## src/rtl/obd2_round_robin_pid_poller_defines.svh

```systemverilog
// Assertion macros used by the poller engine RTL.
// Define NO_ASSERTIONS to leave every checker out of the build.
`ifndef OBD2_ROUND_ROBIN_PID_POLLER_DEFINES_SVH
`define OBD2_ROUND_ROBIN_PID_POLLER_DEFINES_SVH

`ifndef NO_ASSERTIONS

// The consequent must hold in the same cycle as the antecedent.
`define OBD2RR_ASSERT_IMP(lbl, clk, rst_n, ante, cons) \
    lbl: assert property (@(posedge clk) disable iff (!rst_n) (ante) |-> (cons)) \
        else $error("obd2rr: same-cycle check failed");

// The consequent must hold in the cycle after the antecedent.
`define OBD2RR_ASSERT_NXT(lbl, clk, rst_n, ante, cons) \
    lbl: assert property (@(posedge clk) disable iff (!rst_n) (ante) |=> (cons)) \
        else $error("obd2rr: next-cycle check failed");

`else

`define OBD2RR_ASSERT_IMP(lbl, clk, rst_n, ante, cons)
`define OBD2RR_ASSERT_NXT(lbl, clk, rst_n, ante, cons)

`endif

`endif

```

## src/rtl/obd2rr_pkg.sv

```systemverilog
`timescale 1ns / 1ps

package obd2rr_pkg;

    // Poll table geometry.
    localparam int POLL_ENTRIES_DEF = 10;
    localparam int POLL_IDX_W       = 4;

    // Protocol constants.
    localparam logic [7:0]  SVC_RESPONSE = 8'h41;
    localparam logic [7:0]  PCI_OVERHEAD = 8'h02;
    localparam logic [4:0]  HEADER_BYTES = 5'd3;
    localparam logic [15:0] FAIL_SAT     = 16'hFFFF;

    // Configuration register indexes.
    localparam logic [2:0] CFG_REPLY_ID      = 3'd0;
    localparam logic [2:0] CFG_BACKOFF_MS    = 3'd1;
    localparam logic [2:0] CFG_MIN_GAP_MS    = 3'd2;
    localparam logic [2:0] CFG_REPLY_TMO_MS  = 3'd3;
    localparam logic [2:0] CFG_FAIL_LIMIT    = 3'd4;
    localparam logic [2:0] CFG_SILENCE_MS    = 3'd5;
    localparam logic [2:0] CFG_NO_REPLY_MS   = 3'd6;

    // Configuration reset values.
    localparam logic [10:0] RST_REPLY_ID     = 11'd2024;
    localparam logic [15:0] RST_BACKOFF_MS   = 16'd1000;
    localparam logic [15:0] RST_MIN_GAP_MS   = 16'd10;
    localparam logic [15:0] RST_REPLY_TMO_MS = 16'd100;
    localparam logic [15:0] RST_FAIL_LIMIT   = 16'd5;
    localparam logic [31:0] RST_SILENCE_MS   = 32'd5000;
    localparam logic [31:0] RST_NO_REPLY_MS  = 32'd15000;

    typedef struct packed {
        logic [10:0] reply_id;
        logic [15:0] backoff_ms;
        logic [15:0] min_gap_ms;
        logic [15:0] reply_timeout_ms;
        logic [15:0] fail_limit;
        logic [31:0] silence_ms;
        logic [31:0] no_reply_ms;
    } t_cfg;

    typedef struct packed {
        logic [31:0] now_ms;
        logic        frame_present;
        logic [28:0] frame_ident;
        logic        frame_extended;
        logic        frame_remote;
        logic [3:0]  frame_bytes;
        logic [7:0]  pci_byte;
        logic [7:0]  service_byte;
        logic [7:0]  pid_byte;
        logic [31:0] frame_payload;
        logic        tx_accepted;
    } t_in_item;

    typedef struct packed {
        logic        tx_request;
        logic [7:0]  tx_pid;
        logic        reading_valid;
        logic [7:0]  reading_pid;
        logic [31:0] reading_payload;
        logic        link_lost;
        logic        ever_replied;
    } t_out_item;

    // PID polled at each table slot; the upper slots repeat the first six.
    function automatic logic [7:0] poll_pid(input logic [POLL_IDX_W-1:0] idx);
        logic [7:0] pid;
        case (idx)
            4'd0:    pid = 8'h0C;
            4'd1:    pid = 8'h0D;
            4'd2:    pid = 8'h05;
            4'd3:    pid = 8'h2F;
            4'd4:    pid = 8'h5E;
            4'd5:    pid = 8'h11;
            4'd6:    pid = 8'h04;
            4'd7:    pid = 8'h33;
            4'd8:    pid = 8'hA4;
            4'd9:    pid = 8'hA6;
            4'd10:   pid = 8'h0C;
            4'd11:   pid = 8'h0D;
            4'd12:   pid = 8'h05;
            4'd13:   pid = 8'h2F;
            4'd14:   pid = 8'h5E;
            4'd15:   pid = 8'h11;
            default: pid = 8'h00;
        endcase
        return pid;
    endfunction

    // Expected number of data bytes in the reply for each slot.
    function automatic logic [2:0] poll_len(input logic [POLL_IDX_W-1:0] idx);
        logic [2:0] len;
        case (idx)
            4'd0, 4'd4, 4'd10, 4'd14: len = 3'd2;
            4'd8, 4'd9:               len = 3'd4;
            default:                  len = 3'd1;
        endcase
        return len;
    endfunction

    // Keeps the leading data bytes of a reply and clears the unused low bytes.
    function automatic logic [31:0] payload_mask(input logic [2:0] len);
        logic [31:0] mask;
        case (len)
            3'd1:    mask = 32'hFF00_0000;
            3'd2:    mask = 32'hFFFF_0000;
            3'd3:    mask = 32'hFFFF_FF00;
            default: mask = 32'hFFFF_FFFF;
        endcase
        return mask;
    endfunction

endpackage

```

## src/rtl/obd2rr_engine.sv

```systemverilog
`timescale 1ns / 1ps
`include "obd2_round_robin_pid_poller_defines.svh"

module obd2rr_engine #(
    parameter int POLL_ENTRIES = obd2rr_pkg::POLL_ENTRIES_DEF
) (
    input  logic                 i_clk,
    input  logic                 i_rst_n,
    input  logic                 i_step,
    input  obd2rr_pkg::t_in_item i_item,
    input  obd2rr_pkg::t_cfg     i_cfg,
    output obd2rr_pkg::t_out_item o_result
);

    localparam int IDX_W = obd2rr_pkg::POLL_IDX_W;
    localparam logic [IDX_W-1:0] LAST_IDX = IDX_W'(POLL_ENTRIES - 1);

    // Poller state.
    logic [IDX_W-1:0] r_poll_index, n_poll_index;
    logic             r_awaiting, n_awaiting;
    logic [31:0]      r_requested_at, n_requested_at;
    logic [15:0]      r_fail_count, n_fail_count;
    logic [31:0]      r_last_attempt_at, n_last_attempt_at;
    logic [31:0]      r_last_reply_at, n_last_reply_at;
    logic             r_reply_seen, n_reply_seen;
    logic [31:0]      r_first_tx_at, n_first_tx_at;

    logic [IDX_W-1:0] next_index;
    logic [IDX_W-1:0] send_index;
    logic [31:0]      since_attempt;
    logic [31:0]      since_request;
    logic [31:0]      since_reply;
    logic [31:0]      since_first_tx;
    logic             gap_ok;
    logic             backing_off;
    logic             timed_out;
    logic [2:0]       expect_len;
    logic [7:0]       data_len;
    logic             frame_ok;
    logic             try_send;
    logic             advance;
    logic             send;
    logic             link_lost;

    // Elapsed times, all modulo 2^32.
    assign since_attempt = i_item.now_ms - r_last_attempt_at;
    assign since_request = i_item.now_ms - r_requested_at;
    assign gap_ok        = since_attempt >= {16'd0, i_cfg.min_gap_ms};
    assign backing_off   = (r_fail_count != 16'd0) &&
                           (since_attempt < {16'd0, i_cfg.backoff_ms});
    assign timed_out     = since_request >= {16'd0, i_cfg.reply_timeout_ms};
    assign next_index    = (r_poll_index == LAST_IDX) ? '0 : r_poll_index + 1'b1;

    // Reply frame checks against the PID currently polled.
    assign expect_len = obd2rr_pkg::poll_len(r_poll_index);
    assign data_len   = (i_item.pci_byte >= obd2rr_pkg::PCI_OVERHEAD) ?
                        i_item.pci_byte - obd2rr_pkg::PCI_OVERHEAD : 8'd0;
    assign frame_ok   = (i_item.frame_ident == {18'd0, i_cfg.reply_id}) &&
                        !i_item.frame_extended && !i_item.frame_remote &&
                        ({1'b0, i_item.frame_bytes} >=
                         obd2rr_pkg::HEADER_BYTES + {2'b00, expect_len}) &&
                        (i_item.service_byte == obd2rr_pkg::SVC_RESPONSE) &&
                        (i_item.pid_byte == obd2rr_pkg::poll_pid(r_poll_index)) &&
                        (data_len == {5'd0, expect_len});

    // Decide whether this tick moves on to the next PID and tries a send.
    always_comb begin
        advance  = 1'b0;
        try_send = 1'b0;
        if (!r_awaiting) begin
            try_send = !backing_off;
        end else if (!i_item.frame_present) begin
            advance  = timed_out;
            try_send = timed_out;
        end else begin
            advance  = frame_ok;
            try_send = frame_ok;
        end
    end

    assign send       = try_send && gap_ok;
    assign send_index = advance ? next_index : r_poll_index;

    // Next state of the poller.
    always_comb begin
        n_poll_index      = r_poll_index;
        n_awaiting        = r_awaiting;
        n_requested_at    = r_requested_at;
        n_fail_count      = r_fail_count;
        n_last_attempt_at = r_last_attempt_at;
        n_last_reply_at   = r_last_reply_at;
        n_reply_seen      = r_reply_seen;
        n_first_tx_at     = r_first_tx_at;

        if (advance) begin
            n_poll_index = next_index;
        end
        if (send) begin
            n_last_attempt_at = i_item.now_ms;
            if (i_item.tx_accepted) begin
                n_fail_count = 16'd0;
                if (r_first_tx_at == 32'd0) begin
                    n_first_tx_at = i_item.now_ms;
                end
            end else if (r_fail_count != obd2rr_pkg::FAIL_SAT) begin
                n_fail_count = r_fail_count + 16'd1;
            end
        end
        if (send && i_item.tx_accepted) begin
            n_requested_at = i_item.now_ms;
            n_awaiting     = 1'b1;
        end else if (advance) begin
            n_awaiting = 1'b0;
        end
        if (r_awaiting && i_item.frame_present && frame_ok) begin
            n_last_reply_at = i_item.now_ms;
            n_reply_seen    = 1'b1;
        end
    end

    // Link-loss detectors, judged on the state after this tick.
    assign since_reply    = i_item.now_ms - n_last_reply_at;
    assign since_first_tx = i_item.now_ms - n_first_tx_at;
    always_comb begin
        if (n_fail_count >= i_cfg.fail_limit) begin
            link_lost = 1'b1;
        end else if (n_reply_seen) begin
            link_lost = since_reply > i_cfg.silence_ms;
        end else begin
            link_lost = (n_first_tx_at != 32'd0) && (since_first_tx > i_cfg.no_reply_ms);
        end
    end

    // Result item for this tick.
    always_comb begin
        o_result                 = '0;
        o_result.tx_request      = send;
        o_result.tx_pid          = send ? obd2rr_pkg::poll_pid(send_index) : 8'd0;
        if (r_awaiting && i_item.frame_present && frame_ok) begin
            o_result.reading_valid   = 1'b1;
            o_result.reading_pid     = obd2rr_pkg::poll_pid(r_poll_index);
            o_result.reading_payload = i_item.frame_payload &
                                       obd2rr_pkg::payload_mask(expect_len);
        end
        o_result.link_lost       = link_lost;
        o_result.ever_replied    = n_reply_seen;
    end

    // State registers, updated once for each item processed.
    always_ff @(posedge i_clk) begin
        if (!i_rst_n) begin
            r_poll_index      <= '0;
            r_awaiting        <= 1'b0;
            r_requested_at    <= 32'd0;
            r_fail_count      <= 16'd0;
            r_last_attempt_at <= 32'd0;
            r_last_reply_at   <= 32'd0;
            r_reply_seen      <= 1'b0;
            r_first_tx_at     <= 32'd0;
        end else if (i_step) begin
            r_poll_index      <= n_poll_index;
            r_awaiting        <= n_awaiting;
            r_requested_at    <= n_requested_at;
            r_fail_count      <= n_fail_count;
            r_last_attempt_at <= n_last_attempt_at;
            r_last_reply_at   <= n_last_reply_at;
            r_reply_seen      <= n_reply_seen;
            r_first_tx_at     <= n_first_tx_at;
        end
    end

    // A request is only outstanding after an accepted send, which clears failures.
    `OBD2RR_ASSERT_IMP(a_await_no_fail, i_clk, i_rst_n, r_awaiting, r_fail_count == 16'd0)
    // The poll index never leaves the table.
    `OBD2RR_ASSERT_IMP(a_index_range, i_clk, i_rst_n, 1'b1, r_poll_index <= LAST_IDX)
    // An accepted reply marks the link as having answered.
    `OBD2RR_ASSERT_NXT(a_reply_seen, i_clk, i_rst_n, i_step && o_result.reading_valid, r_reply_seen)
    // A send stamps the attempt time with the tick's time.
    `OBD2RR_ASSERT_NXT(a_attempt_stamp, i_clk, i_rst_n, i_step && send,
        r_last_attempt_at == $past(i_item.now_ms))

endmodule

```

## src/rtl/obd2_round_robin_pid_poller.sv

```systemverilog
`timescale 1ns / 1ps

// OBD-II service 01 poller: each input item is one service tick carrying the
// time, an optional received CAN frame and the transmitter's acceptance, and
// each produces exactly one result item with the request to send (02 01 pid),
// any accepted reply payload and the link-loss flag. Items are taken at one
// per clock while the output is not stalled: an input register feeds a single
// pass of compares and 32-bit subtractions that updates the poller state and
// loads the output register, and a stalled output only holds the input side
// once both registers are full. Configuration registers are written through
// the plain write port and take effect on the next item; write them only
// while no item is in flight.
module obd2_round_robin_pid_poller #(
    parameter int POLL_ENTRIES = obd2rr_pkg::POLL_ENTRIES_DEF
) (
    input  logic                  i_clk,
    input  logic                  i_rst_n,
    input  logic                  i_in_valid,
    output logic                  o_in_ready,
    input  obd2rr_pkg::t_in_item  i_in_item,
    output logic                  o_out_valid,
    input  logic                  i_out_ready,
    output obd2rr_pkg::t_out_item o_out_item,
    input  logic                  i_cfg_wr_en,
    input  logic [2:0]            i_cfg_index,
    input  logic [31:0]           i_cfg_data
);

    obd2rr_pkg::t_cfg      r_cfg;
    obd2rr_pkg::t_in_item  r_in_item;
    logic                  r_in_valid;
    obd2rr_pkg::t_out_item r_out_item;
    logic                  r_out_valid;
    obd2rr_pkg::t_out_item result;
    logic                  step;
    logic                  in_take;

    // An item is processed when one is held and the output register is free.
    assign step       = r_in_valid && (!r_out_valid || i_out_ready);
    assign o_in_ready = !r_in_valid || step;
    assign in_take    = i_in_valid && o_in_ready;

    // Configuration registers.
    always_ff @(posedge i_clk) begin
        if (!i_rst_n) begin
            r_cfg.reply_id         <= obd2rr_pkg::RST_REPLY_ID;
            r_cfg.backoff_ms       <= obd2rr_pkg::RST_BACKOFF_MS;
            r_cfg.min_gap_ms       <= obd2rr_pkg::RST_MIN_GAP_MS;
            r_cfg.reply_timeout_ms <= obd2rr_pkg::RST_REPLY_TMO_MS;
            r_cfg.fail_limit       <= obd2rr_pkg::RST_FAIL_LIMIT;
            r_cfg.silence_ms       <= obd2rr_pkg::RST_SILENCE_MS;
            r_cfg.no_reply_ms      <= obd2rr_pkg::RST_NO_REPLY_MS;
        end else if (i_cfg_wr_en) begin
            case (i_cfg_index)
                obd2rr_pkg::CFG_REPLY_ID:     r_cfg.reply_id         <= i_cfg_data[10:0];
                obd2rr_pkg::CFG_BACKOFF_MS:   r_cfg.backoff_ms       <= i_cfg_data[15:0];
                obd2rr_pkg::CFG_MIN_GAP_MS:   r_cfg.min_gap_ms       <= i_cfg_data[15:0];
                obd2rr_pkg::CFG_REPLY_TMO_MS: r_cfg.reply_timeout_ms <= i_cfg_data[15:0];
                obd2rr_pkg::CFG_FAIL_LIMIT:   r_cfg.fail_limit       <= i_cfg_data[15:0];
                obd2rr_pkg::CFG_SILENCE_MS:   r_cfg.silence_ms       <= i_cfg_data;
                obd2rr_pkg::CFG_NO_REPLY_MS:  r_cfg.no_reply_ms      <= i_cfg_data;
                default: ;
            endcase
        end
    end

    // Input register.
    always_ff @(posedge i_clk) begin
        if (!i_rst_n) begin
            r_in_valid <= 1'b0;
        end else if (in_take) begin
            r_in_valid <= 1'b1;
        end else if (step) begin
            r_in_valid <= 1'b0;
        end
    end

    always_ff @(posedge i_clk) begin
        if (in_take) begin
            r_in_item <= i_in_item;
        end
    end

    // Poller state and per-tick decision logic.
    obd2rr_engine #(
        .POLL_ENTRIES (POLL_ENTRIES)
    ) u_engine (
        .i_clk    (i_clk),
        .i_rst_n  (i_rst_n),
        .i_step   (step),
        .i_item   (r_in_item),
        .i_cfg    (r_cfg),
        .o_result (result)
    );

    // Output register.
    always_ff @(posedge i_clk) begin
        if (!i_rst_n) begin
            r_out_valid <= 1'b0;
        end else if (step) begin
            r_out_valid <= 1'b1;
        end else if (i_out_ready) begin
            r_out_valid <= 1'b0;
        end
    end

    always_ff @(posedge i_clk) begin
        if (step) begin
            r_out_item <= result;
        end
    end

    assign o_out_valid = r_out_valid;
    assign o_out_item  = r_out_item;

endmodule
```

## config.mk

```make
export PLATFORM = sky130hd
export DESIGN_NAME = obd2_round_robin_pid_poller
export DESIGN_NICKNAME = d
export VERILOG_FILES = /design/src/rtl/obd2rr_pkg.sv /design/src/rtl/obd2rr_engine.sv /design/src/rtl/obd2_round_robin_pid_poller.sv
export VERILOG_INCLUDE_DIRS = /design/src /design/src/rtl
export SDC_FILE = /design/constraint.sdc
export NUM_CORES = 1
export LEC_CHECK = 0
export ABC_AREA = 1
export BUFFER_PORTS_ARGS = -buffer_cell sky130_fd_sc_hd__buf_2
export CORE_MARGIN = 2
export CORE_UTILIZATION = 40
export DETAILED_ROUTE_END_ITERATION = 16
export SLEW_MARGIN = 10
export SYNTH_ARGS = -nofsm -noshare
export SYNTH_HDL_FRONTEND = slang
export SYNTH_SLANG_ARGS = --single-unit
```

## constraint.sdc

```tcl
create_clock -name i_clk -period 19.6 [get_ports i_clk]
set_input_delay 1.96 -clock i_clk [delete_from_list [all_inputs] [get_ports i_clk]]
set_output_delay 1.96 -clock i_clk [all_outputs]
set_load 0.02 [all_outputs]
```

### After elaboration in Yosys (flattened, before gate mapping)

Memory sizes are Yosys's and may differ from the RTL's. A register that Yosys moved wholly into a read port is not among the register bits.
Index checks and enable logic that the tools add are counted.

| cells by class | value |
|---|---|
| $add $sub $neg | 8 |
| magnitude comparators | 8 |
| eq/ne operators | 19 |
| multiplexer cells | 29 |
| bitwise logic cells | 1 |
| reductions and logical operators | 42 |

Operators with widths:

| operator | count |
|---|---|
| $mux 32 | 5 |
| $sub 32x32->32 | 4 |
| $pmux 24 s3 | 1 |
| $ge 32x16->1 | 2 |
| $gt 32x32->1 | 2 |
| $mux 16 | 3 |
| $mux 41 | 1 |
| $and 32x32->32 | 1 |
| $logic_not 32->1 | 1 |
| $lt 32x16->1 | 1 |
| $reduce_bool 32->1 | 1 |
| $eq 29x11->1 | 1 |
| $mux 4 | 6 |
| $reduce_and 2->1 | 10 |
| $add 16x1->16 const B | 1 |
| $eq 4x4->1 const B | 4 |
| $ge 16x16->1 | 1 |
| $ne 16x16->1 const B | 1 |
| $reduce_bool 16->1 | 1 |
| $logic_and 1x1->1 | 14 |
| $eq 3x2->1 const B | 4 |
| $mux 1 | 11 |
| $eq 3x3->1 const B | 3 |
| $eq 8x3->1 | 1 |
| other kinds (18) | 27 |

| storage, ports and cells | value |
|---|---|
| register bits | 460 |
| memory bits (read-only) | 384 |
| input port bits | 165 |
| output and inout port bits | 54 |
| logic and storage cells | 144 |
| memories | 3 |

Memories:

| name | depth | bits a word | read ports | clocked after Yosys merged registers in | wr ports | RTL line | RTL |
|---|---|---|---|---|---|---|---|
| (name not given) | 16 | 8 | 1 | 1 | 0 | obd2rr_pkg.sv:70 | `case (idx)` |
| (name not given) | 16 | 8 | 1 | 1 | 0 | obd2rr_pkg.sv:70 |  |
| (name not given) | 16 | 8 | 1 | 1 | 0 | obd2rr_pkg.sv:70 |  |

### Depth between registers and ports, before layout

| depth | value |
|---|---|
| word-level depth | 17 |
| gate-level depth with buffers | 57 |
| depth with buffers taken out | 55 |

### Modules after synthesis

Synthesis repeated with hierarchy kept, for this count alone.

| second synthesis, totals | value |
|---|---|
| cell total of the unflattened synthesis | 4426 |
| area total of the unflattened synthesis | 31263.7 um^2 |

By module, submodules not included:

| module | times used | cells an instance | area an instance (um^2) | seq. area each (um^2) |
|---|---|---|---|---|
| obd2rr_engine | 1 | 3463 | 20368.3 | 3163.0 |
| obd2_round_robin_pid_poller | 1 | 963 | 10895.4 | 8137.8 |

### Worst setup path before layout

Ideal clock, no wire load.

| timing path | value |
|---|---|
| path type | reg-to-reg |
| start | register r_in_item[94] in the netlist's numbering |
| end | register r_out_item (netlist bit o_out_item[1]) (data pin) |
| library setup time | 0.130 ns |
| arrival time | 7.049 ns |
| data required time | 19.470 ns |
| setup slack | 12.421 ns |
| cell stages (with the launch flop) | 47 |
| path buffers | 1 |
| period minus slack after synthesis | 7.179 ns |
| cells stage by stage | edfxtp_1 -> inv_1 -> fa_1 -> inv_1 -> nand2_1 -> nand3_1 -> nand2_1 -> nand2_1 -> xor2_1 -> ha_1 -> inv_1 -> nor3_1 -> a211oi_1 -> nand3_1 -> nor2_1 -> nand2_1 -> nor2_1 -> nand2_1 -> (+11 left out) -> o21ai_0 -> a21oi_1 -> o21ai_0 -> a21boi_0 -> o21ai_0 -> a21boi_0 -> o21ai_0 -> a21boi_0 -> o21ai_0 -> xor2_1 -> ha_1 -> nand2_1 -> nor3_1 -> nor4b_1 -> a221oi_1 -> a311oi_1 -> nand2_1 -> nand2_1 |

| on the way | value |
|---|---|
| word-level cells in the longest chain between the ends | 11 |
| elaborated cells between the ends (all ways) | 23 |
| those cells by class | 4 x add/sub; 6 x order compare; 8 x mux; 5 x reduce/logical |

RTL lines:

| what | RTL line | RTL |
|---|---|---|
| start, declared | obd2_round_robin_pid_poller.sv:30 | `obd2rr_pkg::t_in_item r_in_item;` |
| start signal, assigned | obd2_round_robin_pid_poller.sv:80 | `r_in_item <= i_in_item;` |
| $sub 32x32->32 | obd2rr_engine.sv:46 | `assign since_attempt = i_item.now_ms - r_last_attempt_at;` |
| $lt 32x16->1 | obd2rr_engine.sv:50 | `(since_attempt < {16'd0, i_cfg.backoff_ms});` |
| $logic_and 1x1->1 | obd2rr_engine.sv:49 | `assign backing_off = (r_fail_count != 16'd0) &&` |
| $logic_not 1->1 | obd2rr_engine.sv:71 | `try_send = !backing_off;` |
| $mux 1 | obd2rr_engine.sv:70 | `if (!r_awaiting) begin` |
| $logic_and 1x1->1 | obd2rr_engine.sv:81 | `assign send = try_send && gap_ok;` |
| $mux 32 | obd2rr_engine.sv:98 | `if (send) begin` |
| $sub 32x32->32 | obd2rr_engine.sv:123 | `assign since_first_tx = i_item.now_ms - n_first_tx_at;` |
| $gt 32x32->1 | obd2rr_engine.sv:130 | `link_lost = (n_first_tx_at != 32'd0) && (since_first_tx > i_cfg.no_reply_ms);` |
| $logic_and 1x1->1 | obd2rr_engine.sv:130 |  |
| $mux 1 | obd2rr_engine.sv:127 | `end else if (n_reply_seen) begin` |
| end signal, assigned | obd2_round_robin_pid_poller.sv:109 | `r_out_item <= result;` |
| end, declared | obd2_round_robin_pid_poller.sv:32 | `obd2rr_pkg::t_out_item r_out_item;` |

Several ways; a longest one is shown, not always the timed one.
A chain may end at the register's enable or synchronous reset.

### Worst setup path after layout

| timing path | value |
|---|---|
| start | register r_in_item[93] in the netlist's numbering |
| end | register r_out_item (netlist bit o_out_item[1]) (data pin) |

Same word-level chain as after synthesis.

==> out/results.ini <==
[worst_hold_path]
min-delay-path-class = reg -> reg
worstHoldEndpoint = u_engine.r_requested_at[2]$_SDFFE_PN0P_
hp-start = u_engine.r_requested_at[2]$_SDFFE_PN0P_
hold_path_depth = 2

[global_route]
grt_overflow = 0
grt_max_degree = 94
grt_pass1_vias = 24982
antenna_found_initial = 2
grt_util_all_layers = 0.230
grt_pass1_wl_mm = 140

[job]
cap_violations = 0

[setup_path]
crit_arrival_ns = 10.20
r2r_start = r_in_item[93]$_DFFE_PP_
cpPeakStageDelay_ns = 0.51
crit_type = reg -> reg
r2r-end = o_out_item[1]$_SDFFCE_PP1P_
slowest_stage = nand2_4
start_kind = flip-flop
worstPathMaxFanout = 40
r2r_cells = 44
r2r_slack_ns = 9.89
cp-end-kind = flip-flop
cp.required_ns = 20.09
crit_path_frequent_cell = nand2_1

[yosys]
synthMuxAreaShare = 0
synth_top_area_frac = 0.201
synth_top_family_by_area = simple AND/OR/NAND/NOR gates
synth_area_um2 = 29800
syn_inst = 4075
synth_nets = 4516
synth_compound_area_frac = 0.166
synth_cell_types = 58
yosysWarnings = 0
yosys.area.top_type = dfxtp_1
ys_seq_area_frac = 0.379
ys_seq_elements = 476
synth_simple_gate_area_frac = 0.197
synth_xor_area_frac = 0.0311
synth-adder-area-share = 0.117
synth.avg_cell_area_um2 = 7.32
synth_top_cells_by_area = dfxtp_1 (20%), edfxtp_1 (18%), nand2_1 (12%)

[timing]
setup_tns_ns = 0
rsz0062_at_grt = no
timing.final.crit_share = 0.495
setup_viol = 0
fin_worst_skew_ns = 0.0402
hold_ws_ns = 0.456
slew_viol_final = 0
hold_violations = 0
worst_slew_margin_rel = 0.371
min_period_ns = 9.71
timing.fmax_mhz = 103
tightest_slew_ns = 0.944

[die]
row_count = 100
io_pins = 219
die_h_um = 277
die-width_um = 277
start_util = 0.403
fp.coreArea_um2 = 74100
die_area_um2 = 76700

[clocking]
clock-sinks = 476
path_clk_slew_ns = 0.06
cts_hold_buf = 0
clock_latency_ns = 0.65
clock_path_buffers = 3
cts_setup_buffers = 0
cts_tree = yes
cts_root_buf = clkbuf_16
cts_buffers = 57
cts-htree-levels = 2
cts_resized = 0

[placement]
dp_hpwl_mm = 68.2
place_congestion = 0.936
port_buffers = 218

[drt]
first_pass_iters = 5
ant_nets = 0
num_vias = 26346
first_iter_violations = 1739
post_drt_wl_per_cell_um = 17.1
drc = 0
wl_mm = 90.1
via_per_inst = 4.99

[power]
power.density_nw_per_um2 = 81.9
p_leak_nw = 15.5
peakVddDrop_v = 0.0000851

[layout]
drive_gt1_frac = 0.0864
area_growth_syn_to_layout_pct = 13.0
nFillCells = 7544
seq_area_um2 = 11300
nNetsFinal = 4698
multi_input_area_um2 = 15300

[outcome]
outcome = finished clean

synth_stat cells (all sizes together):
cell,number
nor2,284
or2,3
nand3b,6
and2,6
a41oi,1
fa,4
dfxtp,299
and3,2
a21oi,415
o221ai,5
conb,2
o211a,2
clkbuf,101
o41ai,1
a211oi,12
nor4,14
inv,743
o21ai,347
nand3,120
clkinv,5
o21a,8
o22ai,4
a311oi,1
nand2,923
a31oi,11
xor2,78
o21bai,13
o31ai,33
edfxtp,177
a221oi,4
a21boi,11
o211ai,29
o221a,2
a21o,7
nor3,43
buf,15
xnor2,28
o2111ai,4
nor4b,1
nor3b,2
ha,272
nand4,37
through the flow:
step	utilization	power [W]	cell area (um^2)	worst slack, ns	std cells
final	0.455	0.00276	33700	9.89	5277
after global routing	0.455	0.00292	33700	8.95	5275
after CTS	0.455	0.00278	33700	9.94	5275
after detailed placement	0.430	0.00174	31800	10.0	5167
after global placement	0.430	0.00174	31800	10.23	5167
after floorplan	-	0.00155	29800	12.42	4075
worst max-delay path: cells and delay by family, from the launching register on:
kind	cells	cell delay (ns)
flip-flops	1	0.40
AO/OA/AOI/OAI	16	3.71
buffers and inverters	3	0.43
adder cells (fa/ha/maj)	5	1.64
XOR/XNOR	2	0.59
AND/OR/NAND/NOR	18	2.79
placed cells by master, fill, tap and decap left out, types with 22 or more instances in the layout:
cell	netlist	layout
nand2_1	915	913
inv_1	730	728
a21oi_1	413	413
o21ai_0	335	335
dfxtp_1	299	299
nor2_1	279	279
ha_1	272	272
buf_2	8	217
edfxtp_1	177	177
nand3_1	119	119
xor2_1	78	78
clkbuf_16	0	57
nor3_1	42	42
nand4_1	36	36
o31ai_1	33	33
o211ai_1	29	29
xnor2_1	28	28
buf_4	1	22
cells by family after synthesis:
group | after synthesis
compound gates | 910
xor+xnor | 106
fa+ha+maj | 276
buf+inv | 864
flops | 476
other cells | 2
simple gates | 1441
layer usage:
metal	vias to the layer above	routed length [um]	GRT usage
met3	123	4880	0.0389
met5	-	12	0
met4	2	2500	0.0659
met1	11968	40300	0.297
li1	13630	-	-
met2	623	42400	0.395
worst max-delay path by stage:
stage	start	cells past startpoint	slack [ns]	endpoint
finish	r_in_item[93]$_DFFE_PP_	44	9.89	o_out_item[1]$_SDFFCE_PP1P_
global route	r_in_item[94]$_DFFE_PP_	47	8.95	o_out_item[1]$_SDFFCE_PP1P_
CTS	r_in_item[93]$_DFFE_PP_	44	9.94	o_out_item[1]$_SDFFCE_PP1P_
detailed placement	r_in_item[93]$_DFFE_PP_	44	10.0	o_out_item[1]$_SDFFCE_PP1P_
global placement	r_in_item[94]$_DFFE_PP_	45	10.23	o_out_item[1]$_SDFFCE_PP1P_
floorplan	r_in_item[94]$_DFFE_PP_	46	12.42	o_out_item[1]$_SDFFCE_PP1P_
sequential cells by signal (all words and copies together) (netlist names), named ones only:
name,flops
r_in_item,125
o_out_valid,1
u_engine.r_last_reply_at,32
u_engine.r_first_tx_at,32
u_engine.r_reply_seen,1
r_cfg,139
r_in_valid,1
u_engine.r_awaiting,1
u_engine.r_last_attempt_at,32
u_engine.r_poll_index,4
u_engine.r_fail_count,16
o_out_item,52
u_engine.r_requested_at,32
area by class of cell:
type | instances | share of cell area
Antenna cell | 2 | 0.000149
Clock buffer | 74 | 0.0457
Clock inverter | 34 | 0.00910
Inverter | 748 | 0.0836
Multi-Input combinational cell | 2735 | 0.453
Sequential cell | 476 | 0.335
Tap cell | 969 | 0.0360
Timing Repair Buffer | 239 | 0.0371
where the power goes:
group	switching (W)	internal (W)	total, W	leakage, nW
clock network	0.000449	0.000586	0.00103	0.900
logic	0.000402	0.000217	0.000620	10.5
registers	0.0000311	0.00108	0.00111	4.13
total	0.000882	0.00188	0.00276	15.5
No activity file was read; power rests on OpenSTA's default activity.
